**config.mk**
```make
export PLATFORM = sky130hd
export DESIGN_NAME = redundant_command_sequence_filter_top
export DESIGN_NICKNAME = d
export VERILOG_FILES = /design/src/design/rcsf_pkg.sv /design/src/design/redundant_command_sequence_filter_top.sv
export VERILOG_INCLUDE_DIRS = /design/src /design/src/design
export SDC_FILE = /design/constraint.sdc
export NUM_CORES = 1
export LEC_CHECK = 0
export ABC_AREA = 1
export ABC_CLOCK_PERIOD_IN_PS = 7600
export BUFFER_PORTS_ARGS = -buffer_cell sky130_fd_sc_hd__buf_2
export CAP_MARGIN = 40
export CELL_PAD_IN_SITES_DETAIL_PLACEMENT = 2
export CELL_PAD_IN_SITES_GLOBAL_PLACEMENT = 2
export CORE_ASPECT_RATIO = 0.75
export CORE_MARGIN = 3
export CORE_UTILIZATION = 31
export CTS_CLUSTER_DIAMETER = 30
export CTS_CLUSTER_SIZE = 14
export DETAILED_ROUTE_END_ITERATION = 16
export PLACE_DENSITY = 0.77
export SLEW_MARGIN = 15
export SYNTH_ARGS = -nofsm -noshare
export SYNTH_HDL_FRONTEND = slang
export SYNTH_SLANG_ARGS = --single-unit
```
**constraint.sdc**
```tcl
create_clock -name i_clk -period 7.6 [get_ports i_clk]
set_input_delay 1.52 -clock i_clk [delete_from_list [all_inputs] [get_ports i_clk]]
set_output_delay 1.52 -clock i_clk [all_outputs]
set_load 0.03 [all_outputs]
```
**src/design/redundant_command_sequence_filter_top_defines.svh**
```systemverilog
// ============================================================================
// Redundant command sequence filter: assertion macros
// Shared macros for the concurrent checks of the filter's own control logic.
// ============================================================================
`ifndef REDUNDANT_COMMAND_SEQUENCE_FILTER_TOP_DEFINES_SVH
`define REDUNDANT_COMMAND_SEQUENCE_FILTER_TOP_DEFINES_SVH

// Same-cycle implication, sampled on the rising clock edge outside reset.
`define RCSF_ASSERT_NOW(lbl, ante, cons, msg) \
    lbl: assert property (@(posedge i_clk) disable iff (!i_rst_n) (ante) |-> (cons)) \
        else $error(msg);

// Next-cycle implication, sampled on the rising clock edge outside reset.
`define RCSF_ASSERT_NEXT(lbl, ante, cons, msg) \
    lbl: assert property (@(posedge i_clk) disable iff (!i_rst_n) (ante) |=> (cons)) \
        else $error(msg);

`endif

```
**src/design/rcsf_pkg.sv**
```systemverilog
// ============================================================================
// Redundant command sequence filter: package
// Transaction types and codes shared by the filter and its checks.
// ============================================================================
package rcsf_pkg;

    localparam logic CMD_HEADER = 1'b0;
    localparam logic CMD_MOVE   = 1'b1;

    localparam logic KIND_HEADER = 1'b0;
    localparam logic KIND_MOVE   = 1'b1;

    typedef enum logic [1:0] {
        ST_ACCEPTED    = 2'd0,
        ST_SERIES_MISS = 2'd1,
        ST_DUPLICATE   = 2'd2,
        ST_OUT_OF_ORDER = 2'd3
    } t_status;

    typedef struct packed {
        logic               cmd;
        logic [7:0]         seq_num;
        logic [7:0]         series_num;
        logic [7:0]         moves_minus_one;
        logic signed [7:0]  move_direction;
        logic [7:0]         stealth;
        logic [31:0]        z_bits;
    } t_in_item;

    typedef struct packed {
        logic               kind;
        logic [1:0]         status;
        logic [7:0]         lost_packets;
        logic [7:0]         missing_moves;
        logic [7:0]         seq_out;
        logic signed [7:0]  move_direction_out;
        logic [7:0]         stealth_out;
        logic [31:0]        z_bits_out;
    } t_out_item;

endpackage

```
**src/design/redundant_command_sequence_filter_top.sv**
```systemverilog
// ============================================================================
// Redundant command sequence filter
// Drops repeated and stale move records and reports sequence status.
// ============================================================================
// Usage:
// The input channel (i_in_valid, o_in_stall, i_in_data) carries header and
// move transactions. Each header yields one status transaction on the output
// channel (o_out_valid, i_out_stall, o_out_data); each move not delivered
// before yields one move transaction tagged with its sequence number, and
// other moves yield nothing.
// Each result is written to the output register as its input is accepted,
// and one transaction can be accepted every cycle while o_in_stall is low.
// The only storage between the two sides is the output register, so the
// input is stalled only while that register is full and the receiver stalls;
// it is taken again in the very cycle the receiver takes the waiting result.
// Reset clears the series register, the sequence history and o_out_valid,
// and arms priming so that the first matching header sets the last-seen
// number. Writing i_cfg_data with i_cfg_we sets the expected series and re-arms
// priming; the user must do so only while the filter is idle (not enforced).
`include "redundant_command_sequence_filter_top_defines.svh"

module redundant_command_sequence_filter_top (
    input  logic                i_clk,
    input  logic                i_rst_n,
    input  logic                i_cfg_we,
    input  logic [7:0]          i_cfg_data,
    input  logic                i_in_valid,
    output logic                o_in_stall,
    input  rcsf_pkg::t_in_item  i_in_data,
    output logic                o_out_valid,
    input  logic                i_out_stall,
    output rcsf_pkg::t_out_item o_out_data
);

    logic [7:0]          r_series;
    logic [7:0]          r_last_seq;
    logic                r_first_pending;
    logic                r_packet_ok;
    logic [7:0]          r_moves_left;
    logic [7:0]          r_skip_left;
    logic [7:0]          r_next_out_seq;
    logic                r_out_valid;
    rcsf_pkg::t_out_item r_out;

    logic [7:0]          n_last_seq;
    logic                n_first_pending;
    logic                n_packet_ok;
    logic [7:0]          n_moves_left;
    logic [7:0]          n_skip_left;
    logic [7:0]          n_next_out_seq;
    logic                n_has_result;
    rcsf_pkg::t_out_item n_out;

    logic                in_acc;
    logic [7:0]          count;
    logic [7:0]          base_seq;
    logic [7:0]          seq_dist;
    logic                series_hit;
    logic                covered;
    logic [7:0]          skip;
    logic                move_emit;

    assign o_in_stall = r_out_valid && i_out_stall;
    assign in_acc     = i_in_valid && !o_in_stall;

    assign count      = i_in_data.moves_minus_one + 8'd1;
    assign series_hit = (i_in_data.series_num == r_series);
    assign base_seq   = r_first_pending ? (i_in_data.seq_num - count) : r_last_seq;
    assign seq_dist   = i_in_data.seq_num - base_seq;
    assign covered    = (count >= seq_dist);
    assign skip       = covered ? (count - seq_dist) : 8'd0;
    assign move_emit  = r_packet_ok && (r_skip_left == 8'd0) && (r_moves_left != 8'd0);

    always_comb begin
        n_last_seq      = r_last_seq;
        n_first_pending = r_first_pending;
        n_packet_ok     = r_packet_ok;
        n_moves_left    = r_moves_left;
        n_skip_left     = r_skip_left;
        n_next_out_seq  = r_next_out_seq;
        n_has_result    = 1'b0;
        n_out           = '0;
        if (i_in_data.cmd == rcsf_pkg::CMD_HEADER) begin
            n_has_result   = 1'b1;
            n_out.kind     = rcsf_pkg::KIND_HEADER;
            n_packet_ok    = 1'b0;
            n_moves_left   = 8'd0;
            n_skip_left    = 8'd0;
            if (!series_hit) begin
                n_out.status = rcsf_pkg::ST_SERIES_MISS;
            end else begin
                n_first_pending = 1'b0;
                n_last_seq      = base_seq;
                if (seq_dist == 8'd0) begin
                    n_out.status = rcsf_pkg::ST_DUPLICATE;
                end else if (seq_dist[7]) begin
                    n_out.status = rcsf_pkg::ST_OUT_OF_ORDER;
                end else begin
                    n_out.status        = rcsf_pkg::ST_ACCEPTED;
                    n_out.lost_packets  = seq_dist - 8'd1;
                    n_out.missing_moves = covered ? 8'd0 : (seq_dist - count);
                    n_last_seq          = i_in_data.seq_num;
                    n_packet_ok         = 1'b1;
                    n_skip_left         = skip;
                    n_moves_left        = count - skip;
                    n_next_out_seq      = i_in_data.seq_num - count + 8'd1 + skip;
                end
            end
        end else if (r_packet_ok) begin
            if (r_skip_left != 8'd0) begin
                n_skip_left = r_skip_left - 8'd1;
            end else if (r_moves_left != 8'd0) begin
                n_has_result             = 1'b1;
                n_out.kind               = rcsf_pkg::KIND_MOVE;
                n_out.seq_out            = r_next_out_seq;
                n_out.move_direction_out = i_in_data.move_direction;
                n_out.stealth_out        = i_in_data.stealth;
                n_out.z_bits_out         = i_in_data.z_bits;
                n_next_out_seq           = r_next_out_seq + 8'd1;
                n_moves_left             = r_moves_left - 8'd1;
            end
        end
    end

    always_ff @(posedge i_clk) begin
        if (!i_rst_n) begin
            r_series        <= 8'd0;
            r_last_seq      <= 8'd0;
            r_first_pending <= 1'b1;
            r_packet_ok     <= 1'b0;
            r_moves_left    <= 8'd0;
            r_skip_left     <= 8'd0;
            r_next_out_seq  <= 8'd0;
            r_out_valid     <= 1'b0;
        end else begin
            if (in_acc) begin
                r_last_seq      <= n_last_seq;
                r_packet_ok     <= n_packet_ok;
                r_moves_left    <= n_moves_left;
                r_skip_left     <= n_skip_left;
                r_next_out_seq  <= n_next_out_seq;
                r_out_valid     <= n_has_result;
            end else if (!i_out_stall) begin
                r_out_valid <= 1'b0;
            end
            if (i_cfg_we) begin
                r_series        <= i_cfg_data;
                r_first_pending <= 1'b1;
            end else if (in_acc) begin
                r_first_pending <= n_first_pending;
            end
        end
    end

    always_ff @(posedge i_clk) begin
        if (in_acc) begin
            r_out <= n_out;
        end
    end

    assign o_out_valid = r_out_valid;
    assign o_out_data  = r_out;

    `RCSF_ASSERT_NEXT(a_header_gives_status,
        in_acc && (i_in_data.cmd == rcsf_pkg::CMD_HEADER),
        o_out_valid && (o_out_data.kind == rcsf_pkg::KIND_HEADER),
        "Accepted header did not produce a status transaction")
    `RCSF_ASSERT_NEXT(a_skip_drops_move,
        in_acc && (i_in_data.cmd == rcsf_pkg::CMD_MOVE) && r_packet_ok
            && (r_skip_left != 8'd0),
        !o_out_valid && (r_skip_left == 8'($past(r_skip_left) - 8'd1)),
        "Skipped move was delivered or the skip count did not step")
    `RCSF_ASSERT_NEXT(a_move_tag_steps,
        in_acc && (i_in_data.cmd == rcsf_pkg::CMD_MOVE) && move_emit && !i_cfg_we,
        o_out_valid && (o_out_data.kind == rcsf_pkg::KIND_MOVE)
            && (r_next_out_seq == 8'(o_out_data.seq_out + 8'd1)),
        "Delivered move tag and next tag are out of step")

endmodule

```
# ---- Word level (Yosys, flattened, before mapping)
# Index checks and enable logic that the tools add are counted.
dict set report totals {
  regBits 118
  inputBits 86
  out_inout_bits 77
  elab_cells 96
}
dict set report classes {
  add_sub_neg 12
  n_lt_le_gt_ge 1
  n_eq_ne 8
  muxes 36
  bitwise 5
  reduce_logical 17
}
# op count
set op_table {}
lappend op_table {{$mux 8} 24}
lappend op_table {{$sub 8x8->8} 5}
lappend op_table {{$add 8x1->8 const B} 3}
lappend op_table {{$sub 8x1->8 const B} 3}
lappend op_table {{$reduce_bool 8->1} 2}
lappend op_table {{$mux 1} 10}
lappend op_table {{$add 8x8->8} 1}
lappend op_table {{$eq 8x8->1} 1}
lappend op_table {{$ge 8x8->1} 1}
lappend op_table {{$logic_not 8->1} 1}
lappend op_table {{$ne 2x1->1 const B} 4}
lappend op_table {{$reduce_or 4->1} 2}
lappend op_table {{$reduce_and 7->1} 1}
lappend op_table {{$ne 2x2->1 const B} 3}
lappend op_table {{$reduce_and 3->1} 2}
lappend op_table {{$not 1->1} 5}
lappend op_table {{$reduce_or 5->1} 1}
lappend op_table {{$mux 2} 2}
lappend op_table {{$reduce_and 4->1} 1}
lappend op_table {{$reduce_or 2->1} 2}
lappend op_table {{$logic_and 1x1->1} 2}
lappend op_table {{$reduce_and 2->1} 1}
lappend op_table {{$reduce_bool 2->1} 1}
lappend op_table {{$logic_not 1->1} 1}

# ---- Depth between registers and ports, before layout
# Gate-level depths: netlist (run 1).
dict set report depth {
  depth_word 11
  ltp_mapped 54
  depth_no_buf 53
}

# ---- Worst setup path before layout (run 1)
# Ideal clock, no wire load.
dict set report synth_path {
  path_kind {input to register}
  start {input port i_in_data[48] in the netlist's numbering}
  end {register r_next_out_seq[7]}
  setup_ns 0.070
  t_arrival_ns 6.735
  required_ns 7.530
  path_slack_ns 0.795
  stages 48
  n_path_buf 1
  cell_sequence {ha_1 -> fa_1 -> nor2_1 -> inv_1 -> nand2_1 -> nand2_1 -> o21ai_0 -> ha_1 -> nand2_1 -> nand2_1 -> a31oi_1 -> inv_1 -> nand2_1 -> nand2_1 -> a21oi_1 -> inv_1 -> a21o_1 -> nand2_1 -> (+12 left out) -> inv_1 -> ha_1 -> a21oi_1 -> nor2_1 -> nor2_1 -> nor2_1 -> nor2_1 -> o21ai_0 -> inv_1 -> nor2_1 -> nor2_1 -> nand2_1 -> nand2_1 -> inv_1 -> nand2_1 -> nand3_1 -> nand2_1 -> a21oi_2}
}
dict set report synth_between {
  elab_chain_cells 11
  word_cells_on_any_way 17
  cone_classes {add/sub: 6; order compare: 1; eq/ne: 2; mux: 6; reduce/logical: 2}
}
# element line
set synth_rtl {}
lappend synth_rtl {{start, declared} redundant_command_sequence_filter_top.sv:29} ;# input rcsf_pkg::t_in_item i_in_data,
lappend synth_rtl {{$add 8x1->8 (*)} redundant_command_sequence_filter_top.sv:66} ;# assign count = i_in_data.moves_minus_one + 8'd1;
lappend synth_rtl {{$sub 8x8->8} {redundant_command_sequence_filter_top.sv:68, redundant_command_sequence_filter_top.sv:106}}
lappend synth_rtl {{$mux 8} redundant_command_sequence_filter_top.sv:68} ;# assign base_seq = r_first_pending ? (i_in_data.seq_num - count) : r_last_seq;
lappend synth_rtl {{$sub 8x8->8} redundant_command_sequence_filter_top.sv:69} ;# assign seq_dist = i_in_data.seq_num - base_seq;
lappend synth_rtl {{$sub 8x8->8 / $ge 8x8->1 (equally long branches)} {redundant_command_sequence_filter_top.sv:71, redundant_command_sequence_filter_top.sv:70}}
lappend synth_rtl {{$mux 8} redundant_command_sequence_filter_top.sv:71} ;# assign skip = covered ? (count - seq_dist) : 8'd0;
lappend synth_rtl {{$add 8x8->8} redundant_command_sequence_filter_top.sv:106} ;# n_next_out_seq = i_in_data.seq_num - count + 8'd1 + skip;
lappend synth_rtl {{$mux 8} redundant_command_sequence_filter_top.sv:96} ;# end else if (seq_dist[7]) begin
lappend synth_rtl {{$mux 8} redundant_command_sequence_filter_top.sv:94} ;# if (seq_dist == 8'd0) begin
lappend synth_rtl {{$mux 8} redundant_command_sequence_filter_top.sv:89} ;# if (!series_hit) begin
lappend synth_rtl {{$mux 8} redundant_command_sequence_filter_top.sv:83} ;# if (i_in_data.cmd == rcsf_pkg::CMD_HEADER) begin
lappend synth_rtl {{end signal, assigned} redundant_command_sequence_filter_top.sv:141} ;# r_next_out_seq <= n_next_out_seq;
lappend synth_rtl {{end, declared} redundant_command_sequence_filter_top.sv:41} ;# logic [7:0] r_next_out_seq;
# Mark *: on every way between the ends. The rest lies on a longest branch, timed or not. The select of a mux whose other input is x is not followed.
# A chain may end at the register's enable or synchronous reset.

# ---- Worst setup path after layout (run 1)
# Ends and elaborated chain as after synthesis.

==> results of run 1 <==
## per-layer routing
metal	share of wire	wire length [um]
met1	0.47	12500
met3	0.044	1180
met2	0.47	12500
met4	0.012	319
met5	0	0
## cell usage in the layout, fill, tap and decap left out, types with 3 or more instances in the layout
| cell | instances |
|---|---|
| sky130_fd_sc_hd__xor2_1 | 12 |
| sky130_fd_sc_hd__inv_2 | 5 |
| sky130_fd_sc_hd__inv_1 | 163 |
| sky130_fd_sc_hd__o211ai_1 | 10 |
| sky130_fd_sc_hd__o21ai_1 | 10 |
| sky130_fd_sc_hd__bufinv_16 | 3 |
| sky130_fd_sc_hd__clkinv_2 | 4 |
| sky130_fd_sc_hd__a221oi_1 | 3 |
| sky130_fd_sc_hd__dfxtp_1 | 43 |
| sky130_fd_sc_hd__a21oi_2 | 4 |
| sky130_fd_sc_hd__nand2_2 | 16 |
| sky130_fd_sc_hd__nand2_1 | 192 |
| sky130_fd_sc_hd__nor2_2 | 6 |
| sky130_fd_sc_hd__buf_4 | 18 |
| sky130_fd_sc_hd__a21oi_1 | 46 |
| sky130_fd_sc_hd__or2_2 | 18 |
| sky130_fd_sc_hd__clkinv_1 | 5 |
| sky130_fd_sc_hd__nand3_1 | 45 |
| sky130_fd_sc_hd__fa_1 | 6 |
| sky130_fd_sc_hd__or2_0 | 3 |
| sky130_fd_sc_hd__nand3_2 | 10 |
| sky130_fd_sc_hd__ha_1 | 32 |
| sky130_fd_sc_hd__nor3_1 | 3 |
| sky130_fd_sc_hd__o21ai_0 | 52 |
| sky130_fd_sc_hd__a31oi_1 | 14 |
| sky130_fd_sc_hd__clkbuf_1 | 4 |
| sky130_fd_sc_hd__nor2_1 | 148 |
| sky130_fd_sc_hd__buf_2 | 161 |
| sky130_fd_sc_hd__nand4_1 | 12 |
| sky130_fd_sc_hd__clkbuf_16 | 17 |
| sky130_fd_sc_hd__xnor2_1 | 6 |
| sky130_fd_sc_hd__edfxtp_1 | 75 |
## cell families (layout without fill, tap and decap cells)
logic type	count (synthesis)	in the layout	share of synthesized area
compound gates	152	152	0.117
xor+xnor	19	19	0.0231
fa+ha+maj	40	40	0.0725
buf+inv	198	386	0.103
flops	118	118	0.413
simple gates	461	461	0.271
## synth_stat cells, drive strengths merged
cell and count:
xor2 13, a21o 1, or2 23, a21oi 51, nor2 156, xnor2 6
edfxtp 75, nand3 55, o31ai 1, clkbuf 14, dfxtp 43, a31oi 15
inv 170, ha 34, nor3b 1, clkinv 3, nor4 1, nand2 210
buf 11, nor3 3, o21ai 63, o221a 1, nand4 12, o221ai 2
a211oi 1, o21bai 2, o211ai 10, fa 6, a221oi 4, o41ai 1
## worst register-to-register path, delay by kind of cell, from the launching register on
kind / cells / cell delay (ns)
adders and majority gates: 3 / 0.77
AOI/OAI and AO/OA: 8 / 1.55
and+or+nand+nor: 20 / 1.71
DFF: 1 / 0.63
buffers and inverters: 10 / 1.07
## final cells by class
class                   count  share of cell area
multi-input cells         672               0.393
flip-flops and latches    118               0.332
repair buffers            181               0.104
inverters                 173              0.0693
clock buffers              22              0.0484
well taps                 300              0.0400
clock inverters            10              0.0141
## sequential cells by signal (all words and copies together) (netlist names)
signal           flops
o_out_data          75
o_out_valid          1
r_first_pending      1
r_last_seq           8
r_moves_left         8
r_next_out_seq       8
r_packet_ok          1
r_series             8
r_skip_left          8
## worst min path at each step
| stage | cells past startpoint | to | slack (ns) |
|---|---|---|---|
| after CTS | 2 | r_last_seq[1]$_SDFFE_PN0P_ | 0.47 |
| after global routing | 2 | r_series[2]$_SDFFE_PN0P_ | 0.51 |
| after detailed placement | 2 | r_last_seq[1]$_SDFFE_PN0P_ | 0.46 |
| final | 2 | r_last_seq[1]$_SDFFE_PN0P_ | 0.47 |
| after global placement | 2 | r_last_seq[1]$_SDFFE_PN0P_ | 0.46 |
| after floorplan | 2 | r_last_seq[1]$_SDFFE_PN0P_ | 0.45 |
## where the power goes
part           leakage, nW  internal [W]  switching [W]  total (W)
registers             1.11      0.000708      0.0000123   0.000720
logic                 3.26      0.000322       0.000652   0.000974
clock network        0.282      0.000521       0.000302   0.000824
## timing repair
action,CTS,global route
hold endpoints to repair,0,0
gates resized for setup,0,13
setup buffers,0,4
endpoints found under the setup margin,0,7
## per-stage QoR
step / power, W / util / setup TNS, ns
6_report: 0.00252 / 0.401 / 0
3_5_place_dp: 0.00167 / 0.372 / -0.361
3_3_place_gp: 0.00164 / 0.371 / 0
2_1_floorplan: 0.00138 / - / 0
5_1_grt: 0.00270 / 0.401 / -0.0145
4_1_cts: 0.00252 / 0.397 / 0
==> Implementation_results.wiki, run 1 <==
{| class="wikitable"
! Metric !! Value
|-
| Wire length after detailed routing || 26,500 um
|-
| Worst-path clk slew || 0.06 ns
|-
| Area of the multi-input gates || 3690 um^2
|-
| Antenna violations before repair || 0
|-
| Hold_buf cts || 0
|-
| Count of buffers inserted at the top-level ports || 162
|-
| Residual DRC || 0
|-
| H-Tree Level Count || 4
|-
| Detail Placement HPWL || 20,800 um
|-
| Met3 GRT Util || 0.0366
|-
| Grt met2 use || 0.340
|-
| Maxcap violations || 0
|-
| Endpoint of the most critical setup path || r_next_out_seq[7]$_SDFFE_PN0P_
|-
| Setup clock skew after layout || 0.0101 ns
|-
| Global route overflow || 0
|-
| Largest net degree at the start of global routing || 61
|-
| Crit Path Category || primary input to flop
|-
| Result of the run || complete, no violations
|-
| Core Region || 23,400 um^2
|-
| Reg-to-reg slack, setup || 1.81 ns
|-
| I/O pins || 163
|-
| Beginning of the worst hold path || r_last_seq[1]$_SDFFE_PN0P_
|-
| Startpoint type of the worst setup path || primary input
|-
| Endpoint class of the critical path || flop
|-
| Final setup violation count || 0
|-
| Library cell used as clock root buffer || sky130_fd_sc_hd__clkbuf_16
|-
| Drt initial violations || 338
|-
| Peak VDD IR || 0.174 mV
|-
| Worst hold slack across all endpoints || 0.472 ns
|-
| Buffer levels on the longest clock path || 2
|-
| Global-route usage over all layers || 0.207
|-
| Reg2reg end || r_next_out_seq[7]$_SDFFE_PN0P_
|-
| Initial Utilization || 0.321
|-
| Gate count of the mapped netlist || 988
|-
| Final antenna diode count || 0
|-
| Sequential cell area fraction in the yosys report || 0.413
|-
| Number of register bits inferred by synthesis || 118
|-
| Proportion of layout cells with a drive suffix above 1 || 0.240
|-
| First-pass GRT wire length || 41,900 um
|-
| Critical-path maximum fanout || 6
|-
| Slew Viols, Final || 0
|-
| Relative area change from synthesis to final layout || 24.7%
|-
| Area taken by flip-flops and latches || 3110 um^2
|-
| Post-synth net total || 1,114
|-
| Critical Path Source || i_in_data[48]
|-
| Clock tree from TritonCTS || built
|-
| CTS Buf Count || 17
|-
| Antenna violation net count after detailed routing || 0
|-
| DIE AREA || 26,200 um^2
|-
| Slew Limit Headroom || 0.565
|-
| Final hold vios || 0
|-
| Worst path most repeated cell || sky130_fd_sc_hd__nand2_1
|-
| Number of gates on the worst path with buffers counted || 48
|-
| CP arrival || 7.31 ns
|-
| P per Cell Area || 268 nW/um^2
|-
| Horizontal extent of the die || 186 um
|-
| Number of buffer and inverter stages on the critical path || 12
|-
| Launch point of the worst reg-to-reg path || r_first_pending$_SDFFE_PP1P_
|-
| Cell area reported after detailed placement || 8720 um^2
|-
| Number of global-route vias before repair || 7,692
|-
| Share of Yosys cell area claimed by the top area cell type || 0.299
|-
| Clock tree sinks || 118
|-
| Post-Synthesis Mean Instance Area || 7.62 um^2
|-
| Clock insertion delay at the later pin of the skew report || 0.43 ns
|-
| First drt pass iteration count || 4
|-
| Number of cell rows || 48
|-
| Fill cells || 2,800
|-
| Yosys warnings || 0
|-
| Class of the tightest hold or removal check || flop to flop
|-
| Required time at the worst-slack endpoint || 7.94 ns
|-
| Mapped Area || 7530 um^2
|-
| Actual slew at the worst max-slew pin || 0.652 ns
|-
| Final cycle utilization of the critical path || 0.917
|-
| Cell type contributing the most total cell area after synthesis || sky130_fd_sc_hd__edfxtp_1
|-
| Total non-filler cell area in the finished layout || 9390 um^2
|-
| Tmin final || 6.97 ns
|-
| Routed length per instance || 17.9 um
|-
| Logic depth of the worst register-to-register path || 41
|-
| Synth area leaders || sky130_fd_sc_hd__edfxtp_1 (30%), sky130_fd_sc_hd__dfxtp_1 (11%), sky130_fd_sc_hd__nand2_1 (9.6%), sky130_fd_sc_hd__inv_1 (8.2%), sky130_fd_sc_hd__nor2_1 (7.4%)
|-
| Distinct cells, synth || 48
|-
| Achievable Freq || 0.144 GHz
|-
| DP Worst Slack || -0.189 ns
|-
| Routability Congestion || 0.865
|-
| Net total in the final layout || 1,289
|-
| CP top delay family || simple AND/OR/NAND/NOR gates
|-
| Count of vias placed by the detailed router || 7,151
|-
| Slowest cell on the critical path || sky130_fd_sc_hd__fa_1
|-
| Met1 track demand over resource in global routing || 0.283
|-
| Leakage component of the power || 4.66 nW
|-
| Maximum single-stage delay on the critical path || 0.41 ns
|-
| Number of non-filler instances in the completed layout || 1,476
|-
| Global-route layer with the greatest usage || met2
|-
| Number of cells in the design after placement || 1,440
|-
| Vertical die dimension || 141 um
|-
| Via density || 4.84
|-
| Final critical-path setup slack || 0.633 ns
|}
Power figures use the tool's default switching activity.
==> inputs of run 2 (changes only) <==
==> constraint.sdc (replaced) <==
create_clock -name i_clk -period 7.6 [get_ports i_clk]
set_input_delay 0.38 -clock i_clk [delete_from_list [all_inputs] [get_ports i_clk]]
set_output_delay 0.38 -clock i_clk [all_outputs]
set_load 0.03 [all_outputs]
==> run 2 against run 1 <==
Compared with the run above:
- die area stayed put
- combinational power shrank 3.4%
- non-clock buffer count down 13
- first-iteration DRC count up 14%
- fmax is 5.8% higher
- critical path depth unchanged
- clock power is 12% higher
- core utilization down 0.32 points
- cell count down 0.88%
- sequential cell count unchanged
- critical endpoint unchanged
- largest cell class unchanged
==> Implementation_results.wiki, run 2 (synthesis results as in run 1) <==
{| class="wikitable"
! Metric !! Value
|-
| Result of the run || complete, no violations
|-
| Actual slew at the worst max-slew pin || 0.716 ns
|-
| Maximum single-stage delay on the critical path || 0.47 ns
|-
| Class of the tightest hold or removal check || primary input to flop
|-
| Required time at the worst-slack endpoint || 7.95 ns
|-
| Clock tree from TritonCTS || built
|-
| Final cycle utilization of the critical path || 0.867
|-
| Commonest cells after routing, fill and taps aside || sky130_fd_sc_hd__nand2_1 (192), sky130_fd_sc_hd__inv_1 (163), sky130_fd_sc_hd__buf_2 (162)
|-
| P per Cell Area || 278 nW/um^2
|-
| Slowest cell on the critical path || sky130_fd_sc_hd__ha_1
|-
| Launch point of the worst reg-to-reg path || r_first_pending$_SDFFE_PP1P_
|-
| Leakage component of the power || 4.63 nW
|-
| Startpoint type of the worst setup path || primary input
|-
| Reg-to-reg slack, setup || 1.35 ns
|-
| Hold_buf cts || 0
|-
| Antenna violations before repair || 0
|-
| Slew Limit Headroom || 0.522
|-
| Worst path most repeated cell || sky130_fd_sc_hd__nand2_1
|-
| Final core utilization || 0.398
|-
| I/O pins || 163
|-
| Cell area reported after detailed placement || 8650 um^2
|-
| Worst-path clk slew || 0.06 ns
|-
| First-pass GRT wire length || 41,900 um
|-
| Routability Congestion || 0.857
|-
| Number of cell rows || 48
|-
| Achievable Freq || 0.152 GHz
|-
| Post-cts resize count || 0
|-
| Clock insertion delay at the later pin of the skew report || 0.43 ns
|-
| Horizontal extent of the die || 186 um
|-
| RSZ-0062 raised after global routing || false
|-
| First drt pass iteration count || 5
|-
| Hold Path Sink || r_series[5]$_SDFFE_PN0P_
|-
| Worst hold path depth || 3
|-
| Total non-filler cell area in the finished layout || 9310 um^2
|-
| Beginning of the worst hold path || i_cfg_data[5]
|-
| Number of flip-flops under the largest register name || 75
|-
| Critical-path maximum fanout || 14
|-
| Commonest non-fill, non-tap cell in the layout || sky130_fd_sc_hd__nand2_1
|-
| Endpoint class of the critical path || flop
|-
| CTS Buf Count || 17
|-
| Count of buffers inserted at the top-level ports || 162
|-
| Net total in the final layout || 1,276
|-
| Reg2reg end || r_next_out_seq[7]$_SDFFE_PN0P_
|-
| Wire length after detailed routing || 26,400 um
|-
| Area taken by flip-flops and latches || 3110 um^2
|-
| Slew Viols, Final || 0
|-
| Worst hold slack across all endpoints || 0.180 ns
|-
| Total Negative Setup Slacks || 0 ns
|-
| CP arrival || 6.94 ns
|-
| Area of the multi-input gates || 3640 um^2
|-
| Final setup violation count || 0
|-
| Clock tree sinks || 118
|-
| Final antenna diode count || 0
|-
| Antenna violation net count after detailed routing || 0
|-
| DIE AREA || 26,200 um^2
|-
| Fill cells || 2,780
|-
| Tmin final || 6.59 ns
|-
| Global-route usage over all layers || 0.206
|-
| Drt initial violations || 385
|-
| Tot Pwr || 0.00258 W
|-
| Library cell used as clock root buffer || sky130_fd_sc_hd__clkbuf_16
|-
| Proportion of layout cells with a drive suffix above 1 || 0.226
|-
| Crit Path Category || primary input to flop
|-
| Final hold vios || 0
|-
| Via density || 4.89
|-
| Largest net degree at the start of global routing || 63
|-
| Relative area change from synthesis to final layout || 23.7%
|-
| Setup Buffers After CTS || 0
|-
| Setup clock skew after layout || 0.00726 ns
|-
| H-Tree Level Count || 4
|-
| Detail Placement HPWL || 20,300 um
|-
| Peak VDD IR || 0.166 mV
|-
| Vertical die dimension || 141 um
|-
| Global route overflow || 0
|-
| Residual DRC || 0
|-
| Maxcap violations || 0
|-
| Initial Utilization || 0.321
|-
| Logic depth of the worst register-to-register path || 41
|-
| Buffer levels on the longest clock path || 2
|-
| Count of vias placed by the detailed router || 7,151
|-
| Number of global-route vias before repair || 7,654
|-
| Routed length per instance || 18.1 um
|-
| Core Region || 23,400 um^2
|}
## run 2: worst max path at each step
| stage | start | end | depth (start not counted) |
|---|---|---|---|
| final | i_in_data[48] | r_next_out_seq[7]$_SDFFE_PN0P_ | 48 |
| after global routing | i_in_data[48] | r_next_out_seq[7]$_SDFFE_PN0P_ | 50 |
| after CTS | i_in_data[48] | r_next_out_seq[7]$_SDFFE_PN0P_ | 48 |
| after detailed placement | i_in_data[48] | r_next_out_seq[7]$_SDFFE_PN0P_ | 48 |
| after global placement | i_in_data[48] | r_next_out_seq[7]$_SDFFE_PN0P_ | 48 |
| after floorplan | i_in_data[48] | r_next_out_seq[7]$_SDFFE_PN0P_ | 48 |
## run 2: through the flow
stage               setup slack, ns  instances
floorplan                      1.94        988
global placement               1.09       1428
detailed placement            0.697       1431
CTS                            1.06       1463
global route                  0.195       1463
finish                         1.01       1463
## run 2: routing by layer
layer / vias to the layer above / share of wire / routed length [um] / GRT usage
met5: - / 0 / 0 / 0
met3: 23 / 0.032 / 834 / 0.0325
met1: 3505 / 0.49 / 13000 / 0.286
li1: 3509 / - / - / -
met2: 114 / 0.47 / 12300 / 0.340
met4: 0 / 0.0092 / 242 / 0.0450
## run 2: final cells by class
cell class | count | area share
Sequential cell | 118 | 0.334
Timing Repair Buffer | 168 | 0.0940
Inverter | 173 | 0.0699
Multi-Input combinational cell | 672 | 0.391
Tap cell | 300 | 0.0403
Clock buffer | 19 | 0.0465
Clock inverter | 13 | 0.0244
## run 2: critical path, delay by kind of cell
family | cells | cell delay, ns
AOI/OAI and AO/OA | 9 | 1.50
adders and majority gates | 5 | 1.96
buffers and inverters | 10 | 0.92
and+or+nand+nor | 24 | 2.15
## run 2: power breakdown
group	internal (W)	switching [W]
logic	0.000294	0.000647
clock network	0.000614	0.000309
registers	0.000708	0.0000122
total	0.00162	0.000968
